`src/rtl/core/gczs_div.sv`:
```
// ---------------------------------------------------------------------------
// gczs_div
// bit-serial restoring divider, one quotient bit per cycle
// ---------------------------------------------------------------------------
`default_nettype none

module gczs_div #(
  parameter int DW = 33,
  parameter int VW = 31
) (
  input  wire logic          clk,
  input  wire logic          rst_n,
  input  wire logic          start,
  input  wire logic [DW-1:0] dividend,
  input  wire logic [VW-1:0] divisor,
  output logic               done,
  output logic [DW-1:0]      quotient
);

  localparam int CW = $clog2(DW + 1);

  logic [CW-1:0] cnt_r, cnt_nxt;
  logic          busy_r, busy_nxt;
  logic          done_r, done_nxt;
  logic [VW-1:0] rem_r, rem_nxt;
  logic [DW-1:0] quo_r, quo_nxt;
  logic [VW:0]   rem_sh;
  logic [VW:0]   rem_sub;
  logic          fits;

  always_comb begin
    rem_sh  = {rem_r, quo_r[DW-1]};
    fits    = rem_sh >= {1'b0, divisor};
    rem_sub = rem_sh - {1'b0, divisor};
    cnt_nxt  = cnt_r;
    busy_nxt = busy_r;
    done_nxt = 1'b0;
    rem_nxt  = rem_r;
    quo_nxt  = quo_r;
    if (start) begin
      cnt_nxt  = '0;
      busy_nxt = 1'b1;
      rem_nxt  = '0;
      quo_nxt  = dividend;
    end else if (busy_r) begin
      rem_nxt = fits ? rem_sub[VW-1:0] : rem_sh[VW-1:0];
      quo_nxt = {quo_r[DW-2:0], fits};
      cnt_nxt = cnt_r + 1'b1;
      if (cnt_r == CW'(DW - 1)) begin
        busy_nxt = 1'b0;
        done_nxt = 1'b1;
      end
    end
  end

  always_ff @(posedge clk) begin
    if (!rst_n) begin
      busy_r <= 1'b0;
      done_r <= 1'b0;
      cnt_r  <= '0;
    end else begin
      busy_r <= busy_nxt;
      done_r <= done_nxt;
      cnt_r  <= cnt_nxt;
    end
    rem_r <= rem_nxt;
    quo_r <= quo_nxt;
  end

  assign done     = done_r;
  assign quotient = quo_r;

endmodule

`default_nettype wire

```
`config.mk`:
```
export PLATFORM = sky130hd
export DESIGN_NAME = gczs_div
export DESIGN_NICKNAME = d
export VERILOG_FILES = /design/src/rtl/core/gczs_div.sv
export SDC_FILE = /design/constraint.sdc
export NUM_CORES = 1
export LEC_CHECK = 0
export BUFFER_PORTS_ARGS = -buffer_cell sky130_fd_sc_hd__buf_2
export CELL_PAD_IN_SITES_DETAIL_PLACEMENT = 0
export CELL_PAD_IN_SITES_GLOBAL_PLACEMENT = 1
export CORE_ASPECT_RATIO = 1.25
export CORE_MARGIN = 1.5
export CORE_UTILIZATION = 42
export DETAILED_ROUTE_END_ITERATION = 6
export HOLD_SLACK_MARGIN = 0.06
export PLACE_DENSITY_LB_ADDON = 0.1
export REMOVE_ABC_BUFFERS = 1
export SYNTH_ARGS = -nofsm -noshare
export SYNTH_HDL_FRONTEND = slang
export SYNTH_SLANG_ARGS = --single-unit
```
`constraint.sdc`:
```
create_clock -name clk -period 3.8 [get_ports clk]
set_input_delay 0.19 -clock clk [delete_from_list [all_inputs] [get_ports clk]]
set_output_delay 0.19 -clock clk [all_outputs]
set_load 0.01 [all_outputs]
```
### Yosys cells after proc, flatten, opt, wreduce, memory -nomap -nowiden

Cells that the tools add are included.

| cells by class | value |
|---|---|
| add/sub/neg operators | 2 |
| magnitude comparators | 1 |
| equality and inequality tests | 1 |
| multiplexer cells | 7 |
| bitwise logic cells | 2 |
| reduce and logical (&&, ||, !) cells | 3 |

Operators by type and width:

| kind | number |
|---|---|
| 2-to-1 mux 33 bit | 2 |
| greater-or-equal comparator 32 x 31 -> 1 bit | 1 |
| 2-to-1 mux 31 bit | 1 |
| subtractor 31 bit | 1 |
| adder 6 x 1 -> 6 bit (second input constant) | 1 |
| equality test 6 bit (second input constant) | 1 |
| 2-to-1 mux 1 bit | 4 |
| OR reduction 3 bit | 1 |
| inverter 1 bit | 2 |
| nonzero test 2 bit | 1 |
| OR reduction 2 bit | 1 |

| word-level totals | value |
|---|---|
| flip-flop bits (word level) | 72 |
| input bits | 67 |
| output and inout bits | 34 |
| logic and storage cells | 21 |

### Longest topological paths before layout

| logic depth | value |
|---|---|
| word-level depth | 4 |
| gate-level depth with buffers | 14 |
| depth with buffers taken out | 11 |

### Worst setup path after synthesis

No wires, ideal clock.

| timing path | value |
|---|---|
| path kind | reg-to-reg |
| start | register quo_r[32], in the netlist quotient[32] |
| end | register rem_r[27] |
| data arrival time | 2.876 ns |
| required time | 3.738 ns |
| slack | 0.861 ns |
| stages on the path, launching flop included | 14 |
| buffers on the path | 2 |
| clock period less this slack | 2.939 ns |
| cell sequence | edfxtp_1 > inv_1 > ha_1 > fa_1 > nand2b_1 > a21o_1 > a211oi_1 > o211ai_1 > and4_1 > buf_6 > or2_1 > buf_6 > or4_1 > nand3_1 |

| on the way | value |
|---|---|
| longest elaborated chain between the ends | 2 |
| elaborated cells between the ends (all ways) | 3 |
| those cells by class | add/sub (1); order compare (1); mux (1) |

RTL lines:

| element | RTL line | source |
|---|---|---|
| start: declaration | 26 | `logic [DW-1:0] quo_r, quo_nxt;` |
| start signal: assignment | 67 | `quo_r <= quo_nxt;` |
| subtractor 31 bit / greater-or-equal comparator 32 x 31 -> 1 bit (equally long branches) | 34, 33 |  |
| 2-to-1 mux 31 bit * | 46 | `rem_nxt = fits ? rem_sub[VW-1:0] : rem_sh[VW-1:0];` |
| end signal: assignment | 66 | `rem_r <= rem_nxt;` |
| end: declaration | 25 | `logic [VW-1:0] rem_r, rem_nxt;` |

Mark *: on every way between the ends. The rest lies on a longest branch, timed or not.
A chain may end at the register's enable or synchronous reset.

### Worst setup path in the final report

Same ends and word-level chain as after synthesis.

==> metrics <==
Layout area overhead 18.3%; global route overflow 0; DRC 0; layout cells sized above 1 between 20% and 30%; num rows 44; die width between 100 and 150 um; Yosys cell types 59; filler cell count roughly 1100; diodes inserted 0; H-tree levels 3; register area 0.00177 mm2; Final #Nets between 700 and 800; Static Leak 2.62 nW; Setup TNS 0 ns; multi-input gate area in the final layout approximately 0.0029 mm2; Clock Path Buffers 2; via count 4471; All-Layer GR Usage around a fifth; Seq cells post-synth slightly above 70; power share of the sequential group approximately two fifths; Num CTS Buffers 9; Achievable Freq approximately 0.32 GHz; number of global-route vias before repair roughly 4500; Avg Cell Area, Syn between 8 and 9 um2; pwr/cell area between 400 and 500 mW/mm2; unrepaired setup endpoints after global routing no; DR WL met3 516 um; clock slew at reported path FFs around 0.070 ns; Worst-Skew Late Latency between 0.3 and 0.4 ns; Slew Viols, Final 0; CTS resizes 0; Die Area about 0.013 mm2; max_cap viols 0; post-synthesis async set-or-reset flop share 0%; met2 WL ~6300 um; Net Switching 0.698 mW; Clock power frac 39.0%; Most used DFF post-synth dfxtp_1; maximum VDD drop about 0.00027 V; final setup fails 0; top layer in use met4; largest net degree at the start of global routing 57; switch share between 20% and 30%; Hold Crit Class in -> reg; CP Max Fanout 17; Placed Cells a little over 800; die height 125 um; DR pass1 iterations 4; startpoint types flip-flop; EDFF count, synth 33; Post-DRT Antenna Nets 0; Arrival @ worst endpoint 3.38 ns; commonest non-fill, non-tap cell in the layout buf_2; status complete, no violations; DR WL/cell 15.5 um; final hold viol count 0; Final Cycle Share ~80%; most frequent cells in the layout buf_2, nand2_1, nor2_1, inv_1; Setup Buffers After CTS 0; port bufs 100; I/O Pins just over 100; clk sink count just over 70; DR iter-0 viols 149; first-pass GRT wire length 21500 um; Syn Inst Count approximately 570; WP data required between 4 and 5 ns; total power around 2.4 mW; sequential element share of the synthesized area between 30% and 40%; CTS tree built; element type at the critical path end flip-flop; Layout Cells excl Fill 822; WL final ~13000 um; Starting Density 43.0%; Worst-Margin Slew just under 0.7 ns; met1 WL approximately 5600 um; Clock Skew 0.0116 ns; Worst slew margin 54.8%; CTS Hold Bufs 0; initial antenna violation count 0; Crit Path Class reg -> reg; CORE AREA roughly 0.012 mm2; Pint around 1.7 mW; synthesized area between 0.004 and 0.005 mm2; post-DP HPWL 9490 um; fin crit period a little over 3 ns; CTS root buffer clkbuf_16; combinational share of power approximately 23%; routability congestion estimate around 0.87; vias per inst 5.44; Ys Warns 0
==> Yosys cell counts, types with 14 or more instances <==
| master | count | share of area, % |
|---|---|---|
| o21ai_0 | 28 | 2.8 |
| mux2_2 | 32 | 7.2 |
| a21oi_1 | 39 | 3.9 |
| nor2_1 | 43 | 3.2 |
| dfxtp_1 | 39 | 16 |
| nand4_1 | 14 | 1.8 |
| edfxtp_1 | 33 | 20 |
| inv_1 | 41 | 3.1 |
| nand2_1 | 64 | 4.8 |
| xor2_1 | 15 | 2.6 |
| clkbuf_1 | 22 | 1.7 |
| a21o_1 | 15 | 2.3 |
| ha_1 | 33 | 8.3 |
==> metal layers <==
metal / vias up / track usage [%]
li1: 2250 / -
met1: 2088 / 26.3
met2: 106 / 36.1
met3: 27 / 4.32
met4: 0 / 8.70
met5: - / 0
==> sequential cells by signal (all words and copies together), names as in the netlist <==
| signal | count |
|---|---|
| quotient | 33 |
| rem_r | 31 |
| cnt_r | 6 |
| busy_r | 1 |
| done | 1 |
==> cell type report <==
cell class,count,area share [%]
Multi-Input combinational cell,424,49.1
Clock inverter,6,1.52
Tap cell,161,3.41
Clock buffer,10,3.87
Timing Repair Buffer,108,9.48
Sequential cell,72,30.0
Inverter,41,2.60
==> cells by family after synthesis <==
group / after synthesis / share of synthesized area (%)
AND/OR/NAND/NOR: 178 / 16.9
multiplexers: 36 / 8.02
XOR/XNOR: 24 / 4.21
flip-flops: 72 / 35.5
buffers and inverters: 76 / 6.39
adder cells (fa/ha/maj): 34 / 8.67
AO/OA/AOI/OAI: 152 / 20.3
==> power groups by stage <==
| stage | Clock, mW | Combinational, mW | Sequential (mW) |
|---|---|---|---|
| after floorplan | 0 | 0.338 | 0.955 |
| after global placement | 0 | 0.538 | 0.933 |
| after detailed placement | 0 | 0.538 | 0.935 |
| after CTS | 0.950 | 0.541 | 0.920 |
| after global routing | 0.976 | 0.602 | 0.928 |
| final | 0.931 | 0.537 | 0.920 |
==> worst paths after layout <==
path | start | endpoint | slack (ns) | cells past startpoint
max | quotient[32] | rem_r[27] | 0.70 | 12
min | rst_n | busy_r | 0.08 | 2
max reg2reg | quotient[32] | rem_r[27] | 0.70 | 12
min reg2reg | cnt_r[5] | done | 0.47 | 2
==> worst max-delay path, stage by stage (launching register included) <==
cell and delay, ns:
edfxtp_1 0.35, inv_1 0.05, ha_1 0.20, fa_1 0.39
nand2b_1 0.17, a21o_1 0.19, a211oi_1 0.23, o211ai_1 0.12
and4_1 0.25, or2_1 0.27, buf_4 0.20, or4_1 0.52
nand3_1 0.09
==> through the flow <==
stage	setup WS, ns	hold slack (ns)	cell area [um2]	utilization, %
after floorplan	0.673	0.259	4830	-
after global placement	0.745	0.424	5590	48.1
after detailed placement	0.703	0.425	5590	48.1
after CTS	0.677	0.0743	5910	50.9
after global routing	0.478	0.0848	5910	50.9
final	0.695	0.0840	5910	50.9
Power figures use the tool's default switching activity.
