**src/rtl/core/gczs_ram.sv**
```systemverilog
// ---------------------------------------------------------------------------
// gczs_ram
// generic single write port ram with registered read
// ---------------------------------------------------------------------------
`default_nettype none

module gczs_ram #(
  parameter int WIDTH = 8,
  parameter int DEPTH = 16,
  localparam int AW = (DEPTH > 1) ? $clog2(DEPTH) : 1
) (
  input  wire logic             clk,
  input  wire logic             we,
  input  wire logic [AW-1:0]    waddr,
  input  wire logic [WIDTH-1:0] wdata,
  input  wire logic [AW-1:0]    raddr,
  output logic      [WIDTH-1:0] rdata
);

  logic [WIDTH-1:0] mem [DEPTH];

  always_ff @(posedge clk) begin
    if (we) begin
      mem[waddr] <= wdata;
    end
    rdata <= mem[raddr];
  end

endmodule

`default_nettype wire

```
**config.mk**
```make
export PLATFORM = sky130hd
export DESIGN_NAME = gczs_ram
export DESIGN_NICKNAME = d
export VERILOG_FILES = /design/src/rtl/core/gczs_ram.sv
export SDC_FILE = /design/constraint.sdc
export NUM_CORES = 1
export LEC_CHECK = 0
export BUFFER_PORTS_ARGS = -buffer_cell sky130_fd_sc_hd__buf_2
export CORE_MARGIN = 3
export CORE_UTILIZATION = 50
export DETAILED_ROUTE_END_ITERATION = 12
export HOLD_SLACK_MARGIN = 0.08
export MAX_ROUTING_LAYER = met4
export PLACE_DENSITY = 0.73
export SETUP_SLACK_MARGIN = 0.15
export SLEW_MARGIN = 20
export SYNTH_ARGS = -nofsm -noshare
export SYNTH_HDL_FRONTEND = slang
export SYNTH_SLANG_ARGS = --single-unit
export TNS_END_PERCENT = 20
```
**constraint.sdc**
```tcl
create_clock -name clk -period 1.85 [get_ports clk]
set_input_delay 0 -clock clk [delete_from_list [all_inputs] [get_ports clk]]
set_output_delay 0 -clock clk [all_outputs]
set_load 0.03 [all_outputs]
```
* Word level (Yosys, flattened, before mapping)
Memories as Yosys holds them, arrays and structs flattened. A register that Yosys moved wholly into a read port is not among the register bits. Cells that the tools add are included. W data, S select, Z words.
Storage, ports and cells: register bits after elaboration 0, RAM bits 128, input bits 18, output and inout port bits 8, logic and storage cells 3, memories kept 1
Cells by class: muxes and demuxes 2
Memory list:
- mem | depth 16, width 8, rd ports 1, clocked after memory_dff 1, write ports 1, line 20 | logic [WIDTH-1:0] mem [DEPTH];
Operator list (number):
- $mux W1 | 2

* Logic depth before layout (Yosys ltp)
Gate-level depths: netlist of the first run.
word-level depth 2, gate-level depth with buffers 5, depth with buffers taken out 3

* Worst setup path after synthesis of the first run
Ideal clock, no wire load.
kind input -> register, start in waddr[2], end mem mem[0][0] (enable), setup time 383 ps, arrival 1110 ps, required time 1467 ps, slack 357 ps, stages 2, buffers on the path 0, cells stage by stage or3b_2 -> nor3_1
RTL lines:
- start, declared | line 14 | input wire logic [AW-1:0] waddr,
- end, declared | line 20
Straight into the memory's write port.

==> summary.md, run 1 <==
| Metric | Value |
|---|---|
| Vias in the first global route | 2622 |
| Sequential fraction of the synthesis area | 77.8% |
| Tcrit/Tclk final | 81.4% |
| RR Startpoint | mem[11][7] |
| Fmax | 0.664 GHz |
| Worst EP required | 2.24 ns |
| Port Buffers | 25 |
| Num rows | 36 |
| Synth cell types | 19 |
| Gr usage total | 19.1% |
| Hold Violations, Final | 0 |
| Area grow syn2layout | 21.6% |
| First-pass GRT wire length | 15200 µm |
| Num CTS Buffers | 17 |
| Post-layout util | 63.2% |
| Routed wire length | 9610 µm |
| Worst hold path class | primary input to register |
| P per Cell Area | 1150 nW/µm² |
| Unrepaired setup endpoints after global routing | no |
| Post CTS Setup Buffer Count | 0 |
| Clk_lat worst skew | 0.51 ns |
| Syn nets | 247 |
| Crit Path Class | primary input to register |
| Final #Nets | 314 |
| GR Overflow Total | 0 |
| TNS Setup | 0 ns |
| Starting density of the core | 51.9% |
| Share of post-route cells with drive strength above 1 | 29.1% |
| WL met3 | 491 µm |
| Max H-tree Level | 4 |
| Root Buffer Master | clkbuf_8 |
| Final setup fails | 0 |
| YS warnings | 0 |
| R2R Setup Slk | 0.50 ns |
| WHS Path Cells | 4 |
| Largest net degree at the start of global routing | 33 |
| Fillers | 674 |
| Antenna Nets Post-Route | 0 |
| Lkg Pwr | 0.00215 µW |
| Max Used Layer | met4 |
| GP Congestion | 0.733 |
| Initial antenna violation count | 0 |
| Actual slew at the worst max-slew pin | 0.688 ns |
| CP Launch Type | primary input |
| Die outline height | 107 µm |
| WP data arrival | 1.90 ns |
| Core Region | 9910 µm² |
| Number of vias per cell | 5.66 |
| Post-Syn Instances | 229 |
| Worst Clk Skew | 0.00485 ns |
| Post-DP HPWL | 5890 µm |
| Residual DRC | 0 |
| Max-Cap Viols | 0 |
| Clock Path Buffers | 2 |
| Seq cells post-synth | 136 |
| Mapped cell area | 5150 µm² |
| CP Max Fanout | 8 |
| CTS tree | built |
| Synth area leaders | edfxtp_1 (75%), mux4_2 (7.9%), mux4_1 (7.1%) |
| FF-to-FF End | rdata[7] |
| Cell taking the most area after synthesis | edfxtp_1 |
| Fin. max-slew vios | 0 |
| I/O pin total | 26 |
| Clock Pin Slew Worst Setup and Hold Paths | 0.06 ns |
| Yosys top cell area share | 74.7% |
| DR vias | 2501 |
| Die W | 107 µm |
| Initial DRC Count | 119 |
| Reg2reg path depth | 3 |
| Mean post-synth cell area | 22.5 µm² |
| # placed instances | 396 |
| Number of diodes | 0 |
| Wire length on met2 | 4720 µm |
| Metal-1 WL | 4290 µm |
| Non-filler cells, final | 442 |
| CP Capture Type | register |
| Worst Setup SP | raddr[3] |
| Post-layout power | 7220 µW |
| WL/cell | 21.7 µm |
| Clock Sinks | 136 |
| Die Area | 11500 µm² |
| Relative slew margins | 54.0% |
| Hold Startpoint | waddr[2] |
| Drt pass-1 iters | 4 |
| Peak supply drop | 0.000742 V |
| Post-layout minimum cycle time | 1.51 ns |
| Status | finished clean |
| Worst Hold End | mem[15][4] |
==> through the flow <==
stage / hold WS (ns) / setup WS [ns] / area [µm²]
6_report: 0.134 / 0.344 / 6260
5_1_grt: 0.154 / 0.273 / 6260
4_1_cts: 0.125 / 0.373 / 6260
3_5_place_dp: 0.400 / 0.400 / 5520
3_3_place_gp: 0.388 / 0.408 / 5520
2_1_floorplan: 0.0989 / 0.357 / 5150
==> repair_timing <==
item,CTS,global route
hold endpoints to repair,166,0
hold buffers,14,0
resized for setup,0,0
==> synthesized netlist by cell type <==
master / instances
mux4_2: 18
buf_4: 1
edfxtp_1: 128
nand3_1: 1
a22oi_1: 16
nand2b_1: 2
clkdlybuf4s25_2: 3
nor2_1: 13
nand2_1: 9
and2_1: 1
and2b_1: 1
buf_6: 3
nand3b_1: 2
mux4_1: 14
or3b_2: 1
buf_2: 3
dfxtp_1: 8
nor3_1: 4
nor2b_1: 1
==> kinds of logic after synthesis <==
family / share of synthesized area (%)
AOI/OAI and AO/OA: 2.33
buffers and inverters: 1.68
DFF: 77.8
muxes: 15.0
and+or+nand+nor: 3.18
==> how the worst max path moves through the flow <==
stage | slack, ns | cells past startpoint | endpoint
final | 0.34 | 7 | rdata[7]
after global routing | 0.27 | 7 | rdata[7]
after CTS | 0.37 | 7 | rdata[7]
after detailed placement | 0.40 | 5 | rdata[3]
after global placement | 0.41 | 5 | rdata[0]
after floorplan | 0.36 | 2 | mem[0][0]
==> layout by cell type, fill, tap and decap left out, types with 2 or more instances in the layout <==
| cell | synthesis | final |
|---|---|---|
| nand2_1 | 9 | 9 |
| nor2_1 | 13 | 13 |
| mux4_2 | 18 | 18 |
| clkbuf_16 | 0 | 16 |
| dfxtp_1 | 8 | 8 |
| dlygate4sd3_1 | 0 | 14 |
| clkinv_4 | 0 | 2 |
| mux4_1 | 14 | 14 |
| nand3b_1 | 2 | 2 |
| buf_2 | 3 | 25 |
| nor3_1 | 4 | 4 |
| clkinv_1 | 0 | 2 |
| clkbuf_1 | 0 | 3 |
| bufinv_16 | 0 | 4 |
| nand2b_1 | 2 | 2 |
| clkinvlp_4 | 0 | 2 |
| edfxtp_1 | 128 | 128 |
| buf_4 | 1 | 17 |
| a22oi_1 | 16 | 16 |
| buf_12 | 0 | 2 |
==> report_power, final <==
group	switching [µW]	internal, µW	total (µW)	leakage, µW
Clock	1190	2180	3380	0.000285
Combinational	214	157	371	0.000643
Sequential	22.6	3450	3470	0.00122
Total	1430	5790	7220	0.00215
==> worst max-delay path, stage by stage <==
cell and delay (ns):
dlygate4sd3_1 0.53, buf_2 0.14, nor2b_1 0.12, dlygate4sd3_1 0.55, buf_4 0.18, a22oi_1 0.29, nand2_1 0.09
==> registers in the layout, indices dropped and copies added (netlist names) <==
| signal | flops |
|---|---|
| mem | 128 |
| rdata | 8 |
==> per-layer routing <==
layer	global-route usage [%]	vias up
li1	-	1105
met1	26.3	1306
met2	28.4	80
met3	4.38	10
met4	7.21	0
met5	-	-
==> final cells by class <==
class | instances | area (µm²) | share of cell area (%)
Multi-Input combinational cell | 83 | 1060 | 16.9
Clock buffer | 20 | 425 | 6.80
Sequential cell | 136 | 4000 | 64.0
Clock inverter | 12 | 174 | 2.78
Tap cell | 133 | 166 | 2.66
Timing Repair Buffer | 58 | 433 | 6.92
Power figures use the tool's default switching activity.
==> inputs of run 2 (changes only) <==
- clock period: 1.85 -> 1.5 ns (I/O delays scaled with it)
==> run 2 against run 1 <==
Effect of this change:
- clock-buffer cell count fell by 2
- non-clock buffer count rose by 3
- routed wire length shrank 0.74%
- clock power is 20% higher
- cell area grew 0.52%
- final cell count is 0.68% higher
- sequential cell count did not move
- first-iteration DRC count grew 16%
- core utilization grew 0.33 points
- sequential power grew 23%
- worst hold slack lost 0.0037 ns
==> summary.md, run 2 (synthesis gave the netlist of run 1 again) <==
| Metric | Value |
|---|---|
| Status | finished clean |
| Stages on worst setup path | 3 |
| WP data arrival | 1.71 ns |
| Actual slew at the worst max-slew pin | 0.448 ns |
| Footprint of the multi-input gates | 1070 µm² |
| Final setup fails | 0 |
| RR Startpoint | mem[3][6] |
| Max FFs per register | 128 |
| Reg2reg path depth | 3 |
| Highest-count cells in the layout ignoring fill and taps | edfxtp_1 (128), buf_2 (25), buf_4 (21) |
| GR Overflow Total | 0 |
| Gr usage total | 18.9% |
| DR vias | 2460 |
| Area grow syn2layout | 22.2% |
| Unrepaired setup endpoints after global routing | yes |
| Most common cell after layout, fill and taps aside | edfxtp_1 |
| Fmax | 0.759 GHz |
| Worst Clk Skew | 0.0108 ns |
| Placement Cell Area | 5580 µm² |
| Share of post-route cells with drive strength above 1 | 32.7% |
| CP Capture Type | register |
| Tcrit/Tclk final | 87.9% |
| Clk_lat worst skew | 0.52 ns |
| Num rows | 36 |
| Root Buffer Master | clkbuf_8 |
| Biggest regs | mem: 128 flops, rdata: 8 flops |
| Non-filler cells, final | 445 |
| Relative slew margins | 70.2% |
| Vias in the first global route | 2602 |
| P per Cell Area | 1400 nW/µm² |
| First-pass GRT wire length | 14900 µm |
| Fin. max-slew vios | 0 |
| CP delay by family, top | multiplexers |
| Crit Path Class | register to register |
| Largest net degree at the start of global routing | 33 |
| Hold Violations, Final | 0 |
| Final Instance Area | 6290 µm² |
| Routed wire length | 9540 µm |
| Post-DP HPWL | 6040 µm |
| Crit-path cells | mux4_2 > a22oi_1 > nand2_1 |
| Die outline height | 107 µm |
| GP Congestion | 0.743 |
| Residual DRC | 0 |
| Num CTS Buffers | 17 |
| Starting density of the core | 51.9% |
| CP Buf/Inv Count | 0 |
| CTS tree | built |
| Post-layout power | 8810 µW |
| Die Area | 11500 µm² |
| Initial antenna violation count | 0 |
| # placed instances | 401 |
| Number of vias per cell | 5.53 |
| CP peak stage delay | 0.47 ns |
| CP Launch Type | register |
| FF-to-FF End | rdata[6] |
| Final #Nets | 317 |
| Max-Cap Viols | 0 |
| Clock Sinks | 136 |
| Post-layout minimum cycle time | 1.32 ns |
| Die W | 107 µm |
| Worst EP required | 1.90 ns |
| WL/cell | 21.4 µm |
| Fillers | 698 |
| Lkg Pwr | 0.00216 µW |
| CP Max Fanout | 1 |
| I/O pin total | 26 |
| R2R Setup Slk | 0.18 ns |
| FF+latch area | 4000 µm² |
| Clock Pin Slew Worst Setup and Hold Paths | 0.06 ns |
| Port Buffers | 25 |
| Peak supply drop | 0.000898 V |
| Worst Setup SP | mem[3][6] |
| Largest Register | mem |
| Initial DRC Count | 138 |
| Worst hold path class | primary input to register |
| Hold slack final | 0.130 ns |
| TNS Setup | 0 ns |
| Drt pass-1 iters | 4 |
| Clock Path Buffers | 2 |
| Number of diodes | 0 |
| Max H-tree Level | 4 |
| Slowest CP cell | mux4_2 |
| CP endpoint | rdata[6] |
| Core Region | 9910 µm² |
| Antenna Nets Post-Route | 0 |
-- run 2: cell count changes in the layout (fill, tap and decap cells not counted), moves of 2 or more --
cell           delta
a22oi_2           +2
a22oi_1           -2
buf_4             +4
clkbuf_1          -2
dlygate4sd3_1     -2
clkinvlp_4        +2
inv_6             +2
-- run 2: stage by stage --
step / worst slack, ns / utilization (%)
after floorplan: 0.234 / -
after global placement: 0.0696 / 56.3
after CTS: 0.165 / 63.4
after detailed placement: 0.0506 / 56.3
final: 0.182 / 63.5
after global routing: 0.139 / 63.5
-- run 2: cell type report --
type | instances | share of cell area (%)
Clock inverter | 14 | 2.74
Tap cell | 133 | 2.64
Clock buffer | 18 | 6.64
Timing Repair Buffer | 61 | 7.36
Sequential cell | 136 | 63.6
Multi-Input combinational cell | 83 | 17.0
-- run 2: where the power goes --
group          switching, µW  internal [µW]  total [µW]
registers               26.0           4250        4270
logic                    268            206         474
clock network           1530           2540        4060
total                   1820           6990        8810
-- run 2: per-layer routing --
metal,track usage [%],part of all wire (%),routed length (µm)
met5,-,0,0
met4,6.22,0.64,61
met3,5.52,6.9,658
met2,29.3,51,4890
met1,24.5,41,3930
-- run 2: what timing repair did --
item / in CTS / in global routing
buffers inserted: 0 / 0
setup endpoints to repair: 0 / 5
hold endpoints to repair: 166 / 0
hold buffers: 12 / 0
resized for setup: 0 / 3
-- run 2: worst reg2reg max path, cell delays in order, from the launching register on --
cell and delay, ns:
edfxtp_1 0.36, mux4_2 0.47, a22oi_1 0.28, nand2_1 0.09
-- run 2: worst min path at each step --
stage / start / end / slack, ns / depth (start not counted)
global route: waddr[3] / mem[0][2] / 0.14 / 4
floorplan: wdata[0] / mem[0][0] / 0.1 / 0
finish: waddr[2] / mem[0][4] / 0.13 / 4
CTS: waddr[2] / mem[0][2] / 0.11 / 4
global placement: wdata[0] / mem[15][0] / 0.38 / 1
detailed placement: wdata[0] / mem[15][0] / 0.39 / 1
